--- src/rtl/bsl_pkg.sv ---
// shared types and constants for the backend selector load balancer
// no dependencies
package bsl_pkg;

   localparam logic [2:0] CMD_SELECT  = 3'd0;
   localparam logic [2:0] CMD_RELEASE = 3'd1;
   localparam logic [2:0] CMD_FAIL    = 3'd2;
   localparam logic [2:0] CMD_RESP    = 3'd3;
   localparam logic [2:0] CMD_ADD     = 3'd4;
   localparam logic [2:0] CMD_REMOVE  = 3'd5;
   localparam logic [2:0] CMD_STATS   = 3'd6;
   // spare code, behaves as read stats
   localparam logic [2:0] CMD_SPARE   = 3'd7;

   localparam logic [2:0] ALG_RR      = 3'd0;
   localparam logic [2:0] ALG_WRAND   = 3'd1;
   localparam logic [2:0] ALG_LEAST   = 3'd2;
   localparam logic [2:0] ALG_HASH    = 3'd3;
   localparam logic [2:0] ALG_HEALTH  = 3'd4;
   localparam logic [2:0] ALG_LAT     = 3'd5;

   localparam logic [1:0] ST_DONE     = 2'd0;
   localparam logic [1:0] ST_NONE     = 2'd1;
   localparam logic [1:0] ST_EMPTY    = 2'd2;

   localparam int LAT_BITS    = 24;
   localparam int ACTIVE_BITS = 16;

   typedef struct packed {
      logic [2:0]  cmd;
      logic [2:0]  slot;
      logic [15:0] weight;
      logic [31:0] client_key;
      logic        key_present;
      logic [30:0] random_value;
      logic [15:0] response_ms;
   } req_type;

   typedef struct packed {
      logic [1:0]  status;
      logic [2:0]  chosen_slot;
      logic [31:0] total_count;
      logic [31:0] failed_count;
      logic [23:0] avg_latency;
      logic [15:0] active_count;
      logic        healthy_flag;
   } rsp_type;

   // front classification of a transaction
   typedef struct packed {
      logic    is_select;
      logic    in_range;
      req_type req;
   } work_type;

endpackage

--- src/rtl/bsl_stream_if.sv ---
// valid/ready channel carrying one payload
// depends on nothing
interface bsl_stream_if #(parameter type payload_type = logic) (input logic clock);
   logic        valid;
   logic        ready;
   payload_type data;
   modport source (output valid, output data, input ready);
   modport sink   (input valid, input data, output ready);
endinterface

--- src/rtl/bsl_front.sv ---
// front part: accepts and classifies transactions into a two-entry queue
// depends on bsl_pkg
module bsl_front #(
   parameter int NUM_SLOTS = 8
) (
   input  logic               clock,
   input  logic               reset,
   input  logic               req_valid,
   output logic               req_ready,
   input  bsl_pkg::req_type   req_data,
   output logic               q_valid,
   input  logic               q_take,
   output bsl_pkg::work_type  q_data
);
   bsl_pkg::work_type mem_ff [2];
   logic        wp_ff, rp_ff, wp_in, rp_in;
   logic [1:0]  cnt_ff, cnt_in;
   logic        push, pop;
   bsl_pkg::work_type w;

   assign req_ready = (cnt_ff != 2'd2);
   assign push = req_valid && req_ready;
   assign pop  = q_take && q_valid;
   assign q_valid = (cnt_ff != 2'd0);
   assign q_data = mem_ff[rp_ff];

   always_comb begin
      w.req = req_data;
      w.is_select = (req_data.cmd == bsl_pkg::CMD_SELECT);
      w.in_range = ({29'd0, req_data.slot} < 32'(NUM_SLOTS));
      wp_in = wp_ff ^ push;
      rp_in = rp_ff ^ pop;
      cnt_in = cnt_ff + {1'b0, push} - {1'b0, pop};
   end

   always_ff @(posedge clock) begin
      if (reset) begin
         wp_ff <= 1'b0;
         rp_ff <= 1'b0;
         cnt_ff <= 2'd0;
      end else begin
         wp_ff <= wp_in;
         rp_ff <= rp_in;
         cnt_ff <= cnt_in;
      end
      if (push) mem_ff[wp_ff] <= w;
   end
endmodule

--- src/rtl/bsl_divider.sv ---
// iterative restoring divider, one quotient bit per cycle, remainder only
// depends on nothing
module bsl_divider #(
   parameter int W = 32
) (
   input  logic         clock,
   input  logic         reset,
   input  logic         start,
   input  logic [W-1:0] dividend,
   input  logic [W-1:0] divisor,
   output logic         busy,
   output logic [W-1:0] remainder
);
   localparam int CW = $clog2(W + 1);
   logic [W-1:0]  rem_ff, rem_in, quo_ff, quo_in, div_ff;
   logic [CW-1:0] cnt_ff, cnt_in;
   logic          busy_ff, busy_in;
   logic [W:0]    trial;

   assign busy = busy_ff;
   assign remainder = rem_ff;

   always_comb begin
      trial = {rem_ff, quo_ff[W-1]};
      rem_in = rem_ff;
      quo_in = quo_ff;
      cnt_in = cnt_ff;
      busy_in = busy_ff;
      if (start) begin
         rem_in = '0;
         quo_in = dividend;
         cnt_in = CW'(W);
         busy_in = 1'b1;
      end else if (busy_ff) begin
         if (trial >= {1'b0, div_ff}) begin
            rem_in = W'(trial - {1'b0, div_ff});
            quo_in = {quo_ff[W-2:0], 1'b1};
         end else begin
            rem_in = trial[W-1:0];
            quo_in = {quo_ff[W-2:0], 1'b0};
         end
         cnt_in = cnt_ff - CW'(1);
         busy_in = (cnt_ff != CW'(1));
      end
   end

   always_ff @(posedge clock) begin
      if (reset) begin
         busy_ff <= 1'b0;
         cnt_ff <= '0;
      end else begin
         busy_ff <= busy_in;
         cnt_ff <= cnt_in;
      end
      rem_ff <= rem_in;
      quo_ff <= quo_in;
      if (start) div_ff <= divisor;
   end
endmodule

--- src/rtl/bsl_back.sv ---
// back part: slot table, selection sequencer and result register
// depends on bsl_pkg and bsl_divider
module bsl_back #(
   parameter int NUM_SLOTS  = 8,
   parameter int COUNT_BITS = 32
) (
   input  logic              clock,
   input  logic              reset,
   input  logic [2:0]        algorithm,
   input  logic              q_valid,
   output logic              q_take,
   input  bsl_pkg::work_type q_data,
   output logic              rsp_valid,
   input  logic              rsp_ready,
   output bsl_pkg::rsp_type  rsp_data
);
   localparam int SW = $clog2(NUM_SLOTS);
   localparam int NW = $clog2(NUM_SLOTS + 1);
   localparam int DW = 32;
   localparam logic [COUNT_BITS-1:0] CMAX = '1;
   // ceil(2^32 / 10), exact for numerators below 2^30
   localparam logic [28:0] RECIP10 = 29'd429496730;

   typedef enum logic [6:0] {
      S_IDLE = 7'b0000001,
      S_SCAN = 7'b0000010,
      S_DIV  = 7'b0000100,
      S_WALK = 7'b0001000,
      S_LAT  = 7'b0010000,
      S_MUL  = 7'b0100000,
      S_DONE = 7'b1000000
   } state_type;

   state_type state_ff, state_in;

   logic [NUM_SLOTS-1:0]                 valid_ff, valid_in, healthy_ff, healthy_in;
   logic [NUM_SLOTS-1:0][15:0]           weight_ff, weight_in, active_ff, active_in;
   logic [NUM_SLOTS-1:0][COUNT_BITS-1:0] total_ff, total_in, failed_ff, failed_in;
   logic [NUM_SLOTS-1:0][23:0]           lat_ff, lat_in;
   logic [31:0]                          rr_ff, rr_in;

   bsl_pkg::work_type w_ff, w_in;
   logic [2:0]        alg_ff, alg_in;
   logic [SW-1:0]     idx_ff, idx_in, best_ff, best_in;
   logic [NW-1:0]     n_ff, n_in, pos_ff, pos_in;
   logic [31:0]       tot_ff, tot_in, run_ff, run_in, target_ff, target_in;
   logic              have_ff, have_in, by_pos_ff, by_pos_in, wait_ff, wait_in;
   logic [23:0]       bestv_ff, bestv_in, newlat_ff, newlat_in;
   logic [27:0]       num_ff, num_in;
   bsl_pkg::rsp_type  out_ff, out_in;
   logic              out_v_ff, out_v_in;

   logic          dstart, dbusy;
   logic [DW-1:0] dnum, dden, drem;

   logic                  cur_cand;
   logic [SW-1:0]         s_addr;
   logic [23:0]           metric;
   logic [31:0]           wcur, run_next;
   logic [56:0]           prod;
   logic [24:0]           quo;
   logic [COUNT_BITS-1:0] fnew, tnew;
   logic [15:0]           anew;

   bsl_divider #(.W(DW)) u_div (
      .clock(clock), .reset(reset), .start(dstart), .dividend(dnum),
      .divisor(dden), .busy(dbusy), .remainder(drem)
   );

   assign rsp_valid = out_v_ff;
   assign rsp_data  = out_ff;
   assign q_take    = (state_ff == S_IDLE) && q_valid;

   function automatic logic [31:0] sat32(input logic [COUNT_BITS-1:0] v);
      if (COUNT_BITS > 32 && (v >> 32) != '0) return '1;
      return 32'(v);
   endfunction

   always_comb begin
      cur_cand = valid_ff[idx_ff] && healthy_ff[idx_ff];
      s_addr = SW'(w_ff.req.slot);
      metric = (alg_ff == bsl_pkg::ALG_LEAST) ? {8'd0, active_ff[idx_ff]} : lat_ff[idx_ff];
      wcur = {16'd0, weight_ff[idx_ff]};
      run_next = run_ff + wcur;
      // divide by ten as a reciprocal multiply
      prod = {29'd0, num_ff} * {28'd0, RECIP10};
      quo = prod[56:32];
      fnew = (failed_ff[s_addr] != CMAX) ? failed_ff[s_addr] + COUNT_BITS'(1) : CMAX;
      tnew = (total_ff[best_ff] != CMAX) ? total_ff[best_ff] + COUNT_BITS'(1) : CMAX;
      anew = (active_ff[best_ff] != 16'hFFFF) ? active_ff[best_ff] + 16'd1 : 16'hFFFF;

      state_in = state_ff;
      valid_in = valid_ff;
      healthy_in = healthy_ff;
      weight_in = weight_ff;
      active_in = active_ff;
      total_in = total_ff;
      failed_in = failed_ff;
      lat_in = lat_ff;
      rr_in = rr_ff;
      w_in = w_ff;
      alg_in = alg_ff;
      idx_in = idx_ff;
      best_in = best_ff;
      n_in = n_ff;
      pos_in = pos_ff;
      tot_in = tot_ff;
      run_in = run_ff;
      target_in = target_ff;
      have_in = have_ff;
      by_pos_in = by_pos_ff;
      wait_in = wait_ff;
      bestv_in = bestv_ff;
      newlat_in = newlat_ff;
      num_in = num_ff;
      out_in = out_ff;
      out_v_in = out_v_ff;
      dstart = 1'b0;
      dnum = '0;
      dden = DW'(1);

      if (out_v_ff && rsp_ready) out_v_in = 1'b0;

      case (state_ff)
         S_IDLE: begin
            if (q_valid) begin
               w_in = q_data;
               alg_in = algorithm;
               idx_in = '0;
               n_in = '0;
               tot_in = '0;
               have_in = 1'b0;
               wait_in = 1'b0;
               if (q_data.is_select) state_in = S_SCAN;
               else if (q_data.in_range && q_data.req.cmd == bsl_pkg::CMD_RESP)
                  state_in = S_LAT;
               else state_in = S_DONE;
            end
         end
         S_SCAN: begin
            if (cur_cand) begin
               n_in = n_ff + NW'(1);
               tot_in = tot_ff + wcur;
               if (!have_ff || metric < bestv_ff) begin
                  have_in = 1'b1;
                  bestv_in = metric;
                  best_in = idx_ff;
               end
            end
            if (idx_ff == SW'(NUM_SLOTS - 1)) state_in = S_DIV;
            else idx_in = idx_ff + SW'(1);
         end
         S_DIV: begin
            // choose pick by position or by running weight, or go straight to the result for least/latency/none
            if (!wait_ff) begin
               idx_in = '0;
               pos_in = '0;
               run_in = '0;
               target_in = '0;
               if (n_ff == '0 || alg_ff inside {bsl_pkg::ALG_LEAST, bsl_pkg::ALG_LAT}) begin
                  state_in = S_DONE;
               end else if (alg_ff == bsl_pkg::ALG_WRAND) begin
                  by_pos_in = (tot_ff == '0);
                  if (tot_ff == '0) begin
                     state_in = S_WALK;
                  end else begin
                     dstart = 1'b1;
                     dnum = DW'(w_ff.req.random_value);
                     dden = tot_ff;
                     wait_in = 1'b1;
                  end
               end else begin
                  by_pos_in = 1'b1;
                  dstart = 1'b1;
                  dden = DW'(n_ff);
                  wait_in = 1'b1;
                  if (alg_ff == bsl_pkg::ALG_HASH && w_ff.req.key_present) begin
                     dnum = w_ff.req.client_key;
                  end else begin
                     dnum = rr_ff;
                     rr_in = rr_ff + 32'd1;
                  end
               end
            end else if (!dbusy) begin
               target_in = drem;
               wait_in = 1'b0;
               state_in = S_WALK;
            end
         end
         S_WALK: begin
            if (cur_cand) begin
               pos_in = pos_ff + NW'(1);
               run_in = run_next;
               if (by_pos_ff ? (32'(pos_ff) == target_ff) : (target_ff < run_next)) begin
                  best_in = idx_ff;
                  state_in = S_DONE;
               end
            end
            if (idx_ff == SW'(NUM_SLOTS - 1)) state_in = S_DONE;
            else idx_in = idx_ff + SW'(1);
         end
         S_LAT: begin
            num_in = 28'(w_ff.req.response_ms) * 28'd768 + 28'(lat_ff[s_addr]) * 28'd7
                     + 28'd5;
            state_in = S_MUL;
         end
         S_MUL: begin
            newlat_in = quo[24] ? 24'hFF_FFFF : quo[23:0];
            state_in = S_DONE;
         end
         S_DONE: begin
            if (!out_v_ff || rsp_ready) begin
               out_v_in = 1'b1;
               state_in = S_IDLE;
               out_in = '0;
               out_in.chosen_slot = w_ff.req.slot;
               if (w_ff.is_select) begin
                  if (n_ff == '0) begin
                     out_in.status = bsl_pkg::ST_NONE;
                     out_in.chosen_slot = '0;
                  end else begin
                     out_in.status = bsl_pkg::ST_DONE;
                     out_in.chosen_slot = 3'(best_ff);
                     active_in[best_ff] = anew;
                     total_in[best_ff] = tnew;
                     out_in.total_count = sat32(tnew);
                     out_in.failed_count = sat32(failed_ff[best_ff]);
                     out_in.avg_latency = lat_ff[best_ff];
                     out_in.active_count = anew;
                     out_in.healthy_flag = 1'b1;
                  end
               end else if (!w_ff.in_range) begin
                  out_in.status = bsl_pkg::ST_EMPTY;
               end else if (w_ff.req.cmd == bsl_pkg::CMD_ADD) begin
                  valid_in[s_addr] = 1'b1;
                  healthy_in[s_addr] = 1'b1;
                  weight_in[s_addr] = w_ff.req.weight;
                  active_in[s_addr] = '0;
                  total_in[s_addr] = '0;
                  failed_in[s_addr] = '0;
                  lat_in[s_addr] = '0;
                  out_in.status = bsl_pkg::ST_DONE;
                  out_in.healthy_flag = 1'b1;
               end else if (!valid_ff[s_addr]) begin
                  out_in.status = bsl_pkg::ST_EMPTY;
               end else begin
                  out_in.status = bsl_pkg::ST_DONE;
                  out_in.total_count = sat32(total_ff[s_addr]);
                  out_in.failed_count = sat32(failed_ff[s_addr]);
                  out_in.avg_latency = lat_ff[s_addr];
                  out_in.active_count = active_ff[s_addr];
                  out_in.healthy_flag = healthy_ff[s_addr];
                  case (w_ff.req.cmd)
                     bsl_pkg::CMD_RELEASE: begin
                        if (active_ff[s_addr] != '0) begin
                           active_in[s_addr] = active_ff[s_addr] - 16'd1;
                           out_in.active_count = active_ff[s_addr] - 16'd1;
                        end
                     end
                     bsl_pkg::CMD_FAIL: begin
                        failed_in[s_addr] = fnew;
                        out_in.failed_count = sat32(fnew);
                        if (total_ff[s_addr] > COUNT_BITS'(10) &&
                            (fnew > total_ff[s_addr] ||
                             fnew > total_ff[s_addr] - fnew)) begin
                           healthy_in[s_addr] = 1'b0;
                           out_in.healthy_flag = 1'b0;
                        end
                     end
                     bsl_pkg::CMD_RESP: begin
                        lat_in[s_addr] = newlat_ff;
                        out_in.avg_latency = newlat_ff;
                     end
                     bsl_pkg::CMD_REMOVE: begin
                        valid_in[s_addr] = 1'b0;
                        healthy_in[s_addr] = 1'b0;
                        out_in.healthy_flag = 1'b0;
                     end
                     default: ;
                  endcase
               end
            end
         end
         default: state_in = S_IDLE;
      endcase
   end

   always_ff @(posedge clock) begin
      if (reset) begin
         state_ff <= S_IDLE;
         valid_ff <= '0;
         healthy_ff <= '0;
         rr_ff <= '0;
         out_v_ff <= 1'b0;
         wait_ff <= 1'b0;
      end else begin
         state_ff <= state_in;
         valid_ff <= valid_in;
         healthy_ff <= healthy_in;
         rr_ff <= rr_in;
         out_v_ff <= out_v_in;
         wait_ff <= wait_in;
      end
      weight_ff <= weight_in;
      active_ff <= active_in;
      total_ff <= total_in;
      failed_ff <= failed_in;
      lat_ff <= lat_in;
      w_ff <= w_in;
      alg_ff <= alg_in;
      idx_ff <= idx_in;
      best_ff <= best_in;
      n_ff <= n_in;
      pos_ff <= pos_in;
      tot_ff <= tot_in;
      run_ff <= run_in;
      target_ff <= target_in;
      have_ff <= have_in;
      by_pos_ff <= by_pos_in;
      bestv_ff <= bestv_in;
      newlat_ff <= newlat_in;
      num_ff <= num_in;
      out_ff <= out_in;
   end
endmodule

--- src/rtl/backend_selector_load_balancer_core.sv ---
// top level of the backend selector load balancer
// depends on bsl_pkg, bsl_stream_if, bsl_front and bsl_back
// from accept to result valid: slot commands go straight from idle to the result, response
// time adds the latency update (S_LAT, S_MUL), select by least connections or latency or
// with no candidate adds the scan, weighted random with zero weight adds scan and walk, and
// all others add scan, divider remainder and walk; the back part holds one transaction at a
// time and waits in S_DONE while the result is stalled; the front queues two more
// reset: synchronous, clears the slot valid/healthy bits, the rr counter and the algorithm
module backend_selector_load_balancer_core #(
   parameter int NUM_SLOTS  = 8,
   parameter int COUNT_BITS = 32
) (
   input  logic       clock,
   input  logic       reset,
   input  logic       csr_write_enable,
   input  logic [2:0] csr_write_data,
   bsl_stream_if.sink   req,
   bsl_stream_if.source rsp
);
   logic [2:0] alg_ff;
   logic q_valid, q_take;
   bsl_pkg::work_type q_data;

   always_ff @(posedge clock) begin
      if (reset) alg_ff <= bsl_pkg::ALG_RR;
      else if (csr_write_enable) alg_ff <= csr_write_data;
   end

   bsl_front #(.NUM_SLOTS(NUM_SLOTS)) u_front (
      .clock(clock), .reset(reset), .req_valid(req.valid), .req_ready(req.ready),
      .req_data(req.data), .q_valid(q_valid), .q_take(q_take), .q_data(q_data)
   );

   bsl_back #(.NUM_SLOTS(NUM_SLOTS), .COUNT_BITS(COUNT_BITS)) u_back (
      .clock(clock), .reset(reset), .algorithm(alg_ff), .q_valid(q_valid),
      .q_take(q_take), .q_data(q_data), .rsp_valid(rsp.valid),
      .rsp_ready(rsp.ready), .rsp_data(rsp.data)
   );
endmodule
--- src/flat_wrapper.sv ---
// flat-port wrapper written by rule: the top's interface ports become plain ports
module backend_selector_load_balancer_core_flat 
#(
   parameter int NUM_SLOTS  = 8,
   parameter int COUNT_BITS = 32
)
  (clock, reset, csr_write_enable, csr_write_data, req_valid, req_data, req_ready, rsp_valid, rsp_data, rsp_ready);
  bsl_stream_if req_i (.clock(clock));
  bsl_stream_if rsp_i (.clock(clock));
  input  logic clock;
  input  logic reset;
  input  logic csr_write_enable;
  input  logic [2:0] csr_write_data;
  input wire logic [$bits(req_i.valid)-1:0] req_valid;
  input wire logic [$bits(req_i.data)-1:0] req_data;
  output wire logic [$bits(req_i.ready)-1:0] req_ready;
  output wire logic [$bits(rsp_i.valid)-1:0] rsp_valid;
  output wire logic [$bits(rsp_i.data)-1:0] rsp_data;
  input wire logic [$bits(rsp_i.ready)-1:0] rsp_ready;
  assign req_i.valid = req_valid;
  assign req_i.data = req_data;
  assign req_ready = req_i.ready;
  assign rsp_valid = rsp_i.valid;
  assign rsp_data = rsp_i.data;
  assign rsp_i.ready = rsp_ready;
  backend_selector_load_balancer_core #(.NUM_SLOTS(NUM_SLOTS), .COUNT_BITS(COUNT_BITS)) u_core (.clock(clock), .reset(reset), .csr_write_enable(csr_write_enable), .csr_write_data(csr_write_data), .req(req_i), .rsp(rsp_i));
endmodule
--- config.mk ---
export PLATFORM = sky130hd
export DESIGN_NAME = backend_selector_load_balancer_core_flat
export DESIGN_NICKNAME = d
export VERILOG_FILES = /design/src/rtl/bsl_pkg.sv /design/src/rtl/bsl_stream_if.sv /design/src/rtl/bsl_front.sv /design/src/rtl/bsl_divider.sv /design/src/rtl/bsl_back.sv /design/src/rtl/backend_selector_load_balancer_core.sv /design/src/flat_wrapper.sv
export SDC_FILE = /design/constraint.sdc
export NUM_CORES = 1
export LEC_CHECK = 0
export BUFFER_PORTS_ARGS = -buffer_cell sky130_fd_sc_hd__buf_2
export CAP_MARGIN = 20
export CORE_MARGIN = 10
export CORE_UTILIZATION = 50
export DETAILED_ROUTE_END_ITERATION = 7
export PLACE_DENSITY = 0.76
export SETUP_SLACK_MARGIN = 0.15
export SLEW_MARGIN = 20
export SYNTH_ARGS = -nofsm -noshare
export SYNTH_HDL_FRONTEND = slang
export SYNTH_SLANG_ARGS = --single-unit
--- constraint.sdc ---
create_clock -name clock -period 3 [get_ports clock]
set_input_delay 0.45 -clock clock [delete_from_list [all_inputs] [get_ports clock]]
set_output_delay 0.45 -clock clock [all_outputs]
set_load 0.01 [all_outputs]
After elaboration in Yosys (flattened, before gate mapping)
Memory sizes are Yosys's and may differ from the RTL's. A register that Yosys moved wholly into a read port is not among the register bits.
Cells that the tools add are included.
{"block": "totals", "register_bits": 1423, "latchBits": 0, "ram_bits": 2, "mem_bits_ro": 0, "inputBits": 9, "out_inout_bits": 3, "mem_count": 1}
{"block": "op_classes", "add_sub_neg": 17, "mul": 3, "div": 0, "order_cmp": 11, "eq_ne": 41, "n_shift": 0, "n_mux": 153, "bitwise_logic": 20, "reduce_logical": 61}
{"memory": "u_core.u_front.mem_ff", "words": 2, "word_bits": 1, "rd": 1, "rd_ports_with_merged_regs": 1, "wr": 1, "line": "bsl_front.sv:15", "rtl": "bsl_pkg::work_type mem_ff [2];"}
{"cell": "256-bit 2-to-1 mux", "n": 7}
{"cell": "128-bit 2-to-1 mux", "n": 7}
{"cell": "32-bit 2-to-1 mux", "n": 21}
{"cell": "192-bit 2-to-1 mux", "n": 3}
{"cell": "256-bit AND", "n": 2}
{"cell": "256-bit bitwise mux", "n": 2}
{"cell": "128-bit bitwise mux", "n": 3}
{"cell": "32-bit binary-select mux with 3-bit select", "n": 3}
{"cell": "256-bit NOT", "n": 1}
{"cell": "192-bit AND", "n": 1}
{"cell": "16-bit binary-select mux with 3-bit select", "n": 4}
{"cell": "192-bit bitwise mux", "n": 1}
{"cell": "32-bit demux with 3-bit select", "n": 2}
{"cell": "192-bit NOT", "n": 1}
{"cell": "24-bit binary-select mux with 3-bit select", "n": 2}
{"cell": "16-bit 2-to-1 mux", "n": 9}
{"cell": "128-bit AND", "n": 1}
{"cell": "128-bit NOT", "n": 1}
{"cell": "32-bit case mux with 2 select lines", "n": 2}
{"cell": "24-bit 2-to-1 mux", "n": 5}
{"cell": "105-bit 2-to-1 mux", "n": 1}
{"cell": "32-bit by 1-bit adder with 32-bit output, second input constant", "n": 3}
{"cell": "16-bit demux with 3-bit select", "n": 2}
{"cell": "7-bit 2-to-1 mux", "n": 13}
{"cell": "78 further kinds", "n": 209}

Logic depth before layout (Yosys ltp)
{"block": "depth", "depth_word": 14, "ltp_mapped": 8, "depth_no_buf": 8}

By module
From an unflattened synthesis, not the netlist that was laid out.
{"block": "unflattened", "cells_unflattened": 9123, "hier_area_um2": 107845.9}
{"mod": "bsl_back", "instances": 1, "cells_each": 8140, "area_per_inst_um2": 93623.5, "seq_area_each_um2": 42130.4}
{"mod": "bsl_front", "instances": 1, "cells_each": 351, "area_per_inst_um2": 7935.1, "seq_area_each_um2": 6266.0}
{"mod": "bsl_divider", "instances": 1, "cells_each": 622, "area_per_inst_um2": 6182.2, "seq_area_each_um2": 2702.6}
{"mod": "backend_selector_load_balancer_core", "instances": 1, "cells_each": 10, "area_per_inst_um2": 105.1, "seq_area_each_um2": 60.1}

Least setup slack after synthesis
No wires, ideal clock.
{"block": "synth_timing", "path_type": "reg2reg", "from": "register u_core.u_back.state_ff[1]", "to": "register u_core.u_front.cnt_ff[0]", "arrival_ns": 1.530, "required_time_ns": 2.871, "slack_ns": 1.340, "stages_incl_launch_ff": 8, "path_buffers": 0, "period_less_slack_ns": 1.660, "path_cell_list": "dfxtp_1 > nor3_2 > nand2_1 > nor2_1 > ha_1 > inv_1 > ha_1 > nor2b_1"}
{"block": "synth_via", "elab_chain_cells": 4}
{"element": "start, declared", "line": "bsl_back.sv:34", "rtl": "state_type state_ff, state_in;"}
{"element": "start signal, assigned", "line": "bsl_back.sv:297", "rtl": "state_ff <= state_in;"}
{"element": "7-bit by 1-bit == test with 1-bit output", "line": "bsl_back.sv:72", "rtl": "assign q_take = (state_ff == S_IDLE) && q_valid;"}
{"element": "1-bit logical AND", "line": "bsl_back.sv:72"}
{"element": "net u_core.q_take", "line": "backend_selector_load_balancer_core.sv:21", "rtl": "logic q_valid, q_take;"}
{"element": "1-bit logical AND", "line": "bsl_front.sv:23", "rtl": "assign pop = q_take && q_valid;"}
{"element": "2-bit by 1-bit subtractor with 2-bit output", "line": "bsl_front.sv:33", "rtl": "cnt_in = cnt_ff + {1'b0, push} - {1'b0, pop};"}
{"element": "net u_core.u_front.cnt_in[0]", "line": "bsl_front.sv:17", "rtl": "logic [1:0] cnt_ff, cnt_in;"}
{"element": "end signal, assigned", "line": "bsl_front.sv:44", "rtl": "cnt_ff <= cnt_in;"}
{"element": "end, declared", "line": "bsl_front.sv:17"}
The timed path passes the listed nets, and every way through them passes these cells.
A chain may end at the register's enable or synchronous reset.

Final worst setup path
Ends and elaborated chain as after synthesis.

==> results.json <==
{
  "outcome": "finished clean",
  "die_x_um": 74.13,
  "rows": 19,
  "synth.yosys.seq_area_share_pct": 48.51,
  "finalClockSkew_ps": 5.214,
  "worst_pin_slew_ps": 504.3,
  "fp.dieH_um": 74.13,
  "crit_chain": "nor3_2 > nand2_1 > nor2_1 > ha_1 > inv_1 > ha_1 > nor2b_1",
  "vias": 1033,
  "mostFrequentLayoutCells": "dfxtp_1 (19), nor2_1 (15), edfxtp_1 (11)",
  "final_common_cell": "dfxtp_1",
  "synth_area_mm2": 0.001465,
  "yosys_warnings": 0,
  "synth-edff-count": 11,
  "fin_ws_ps": 1147,
  "hold_viol_final": 0,
  "coreArea_mm2": 0.002781,
  "ys_seq_elements": 30,
  "synth_cell_types": 41,
  "postCtsSetupRepairBufs": 0,
  "grt_max_degree": 22,
  "r2r_slack_ps": 1150,
  "slew_viol_final": 0,
  "setup.worst_path.end_class": "flip-flop",
  "drtIter0Drc": 40,
  "die-area_mm2": 0.005495,
  "dr.pass1.iters": 4,
  "cap_violations": 0,
  "antenna_found_initial": 0,
  "rsz0062_at_grt": "false",
  "nFillCells": 245,
  "cts.repair.resized": 0,
  "drtAntennaViolNets": 0,
  "avgSynthCellArea_um2": 10.54,
  "finalNetCount": 170,
  "grt_pass1_wl_um": 4429,
  "cp_num_buf_inv": 1,
  "tns_ps": 0,
  "clk_latency_ps": 330,
  "ctsHtreeMaxLevel": 2,
  "fmax_ghz": 0.5397,
  "dp_slack_ps": 1146,
  "worstHoldStart": "csr_write_data[1]",
  "cp_data_arrival_time_ps": 2060,
  "pin_count": 12,
  "clk_path_buf_depth": 2,
  "place_hpwl_um": 1912,
  "synthArstFlopShare_pct": 0,
  "critPathMaxFanout": 5,
  "routed_wl_um": 2486,
  "grt_overflow": 0,
  "leakagePower_nw": 0.6057,
  "gp_congestion": 0.8009,
  "cts_sinks": 30,
  "fin_crit_sh_pct": 61.76,
  "start_util_pct": 52.68,
  "viasPerCell": 5.584,
  "r2r_end": "u_core.u_front.cnt_ff[0]",
  "grt_usage_pct": 10.27,
  "reg2reg_from": "u_core.u_back.state_ff[1]",
  "layout-drive-gt1-share_pct": 14.29,
  "hold-path-cell-count": 3,
  "ir_worst_vdd_v": 0.0007217,
  "grt_pass1_vias": 1106,
  "cts_inserted_buffers": 5,
  "cp_slowest_cell": "dfxtp_1",
  "syn2layout_area_growth_pct": 8.113,
  "syn_nets": 156,
  "max_stage_delay_ps": 370,
  "num_antenna_cells": 0,
  "crit_top_cell": "ha_1",
  "powerDensity_mw_per_mm2": 719.9,
  "cts-root-buf": "clkbuf_4",
  "setup_viol": 0,
  "crit_family": "simple AND/OR/NAND/NOR gates",
  "min_path_type": "in2reg",
  "fin_crit_ps": 1853,
  "path_class": "reg2reg",
  "required_ps": 3210,
  "maxSlewHeadroom_pct": 66.38,
  "drt-wirelength-per-cell_um": 13.44,
  "clk_pin_slew_ps": 80,
  "portBuffers": 10,
  "cp-start-kind": "flip-flop",
  "hold_buffers": 0,
  "cts_tree": "done",
  "synthFlopType": "dfxtp_1",
  "syn_inst": 139,
  "drc": 0,
  "reg2reg_depth": 7,
  "holdPathEnd": "u_core.alg_ff[1]"
}
synthesized netlist by cell type, types with 2 or more instances:
cell / instances / area (µm²)
a21oi_1: 3 / 15.01
a311oi_1: 2 / 17.52
and2_1: 3 / 18.77
dfxtp_1: 19 / 380.4
edfxtp_1: 11 / 330.3
ha_1: 8 / 100.1
inv_1: 8 / 30.03
mux2i_1: 3 / 30.03
nand2_1: 5 / 18.77
nand2b_1: 7 / 43.79
nand3_1: 3 / 15.01
nand3b_1: 3 / 22.52
nor2_1: 15 / 56.30
nor2b_1: 6 / 37.54
nor3_1: 7 / 35.03
nor3_2: 2 / 20.02
o31ai_1: 2 / 15.01
xnor2_1: 6 / 52.55
xor2_1: 4 / 35.03
final cells by class:
class                      instances  area, µm²  share of cell area [%]
multi-input combinational         98      705.7                   44.55
timing repair buffer              10      50.05                   3.160
clock inverter                     3      11.26                  0.7109
tap                               31      38.79                   2.449
inverter                           8      30.03                   1.896
sequential                        30      710.7                   44.87
clock buffer                       5      37.54                   2.370
per-layer routing:
metal	wire length (µm)	global-route usage (%)	vias to the layer above
met2	1194	16.57	22
met5	0	0	-
li1	-	-	519
met1	1091	11.23	484
met4	64	6.211	0
met3	134	3.856	8
worst max-delay path by stage:
stage	startpoint	cells past startpoint	end
floorplan	u_core.u_back.state_ff[1]	7	u_core.u_front.cnt_ff[0]
global placement	u_core.u_back.state_ff[1]	7	u_core.u_front.cnt_ff[0]
detailed placement	u_core.u_back.state_ff[1]	7	u_core.u_front.cnt_ff[0]
CTS	u_core.u_back.state_ff[1]	7	u_core.u_front.cnt_ff[0]
global route	u_core.u_back.state_ff[6]	4	u_core.u_back.idx_ff[1]
finish	u_core.u_back.state_ff[1]	7	u_core.u_front.cnt_ff[0]
logic make-up after synthesis:
kind of cell | after synthesis | share of synthesized area [%]
buffers and inverters | 11 | 3.330
AND/OR/NAND/NOR | 59 | 22.89
adder cells (fa/ha/maj) | 8 | 6.832
flip-flops | 30 | 48.51
XOR/XNOR | 10 | 5.978
multiplexers | 3 | 2.050
AO/OA/AOI/OAI | 18 | 10.42
worst min-delay path, delay by kind of cell:
family	cells	cell delay [ps]
buf+inv	1	70
mux	1	50
simple gates	1	70
state kept, by name (all words and copies together) (netlist names):
signal                      flops
u_core.u_back.u_div.cnt_ff      6
u_core.u_front.cnt_ff           2
u_core.u_back.rsp_data          1
u_core.alg_ff                   3
u_core.u_back.wait_ff           1
u_core.u_back.state_ff          5
u_core.u_back.alg_ff            3
u_core.u_back.n_ff              4
u_core.u_back.rsp_valid         1
u_core.u_back.u_div.busy        1
u_core.u_back.idx_ff            3
stage by stage:
step / power (mW) / cell area [µm²] / utilization (%) / hold slack, ps / instances
floorplan: 0.8581 / 1465 / - / 407.6 / 139
global placement: 0.9266 / 1535 / 55.20 / 417.0 / 177
detailed placement: 0.9391 / 1535 / 55.20 / 426.0 / 177
CTS: 1.152 / 1584 / 56.95 / 348.4 / 185
global route: 1.231 / 1584 / 56.95 / 391.0 / 185
finish: 1.140 / 1584 / 56.95 / 357.1 / 185
where the power goes:
part | switching [mW] | internal, mW | total (mW)
logic | 0.194 | 0.147 | 0.342
registers | 0.0583 | 0.529 | 0.587
clock network | 0.128 | 0.0831 | 0.211
total | 0.381 | 0.760 | 1.14
Power figures use the tool's default switching activity.
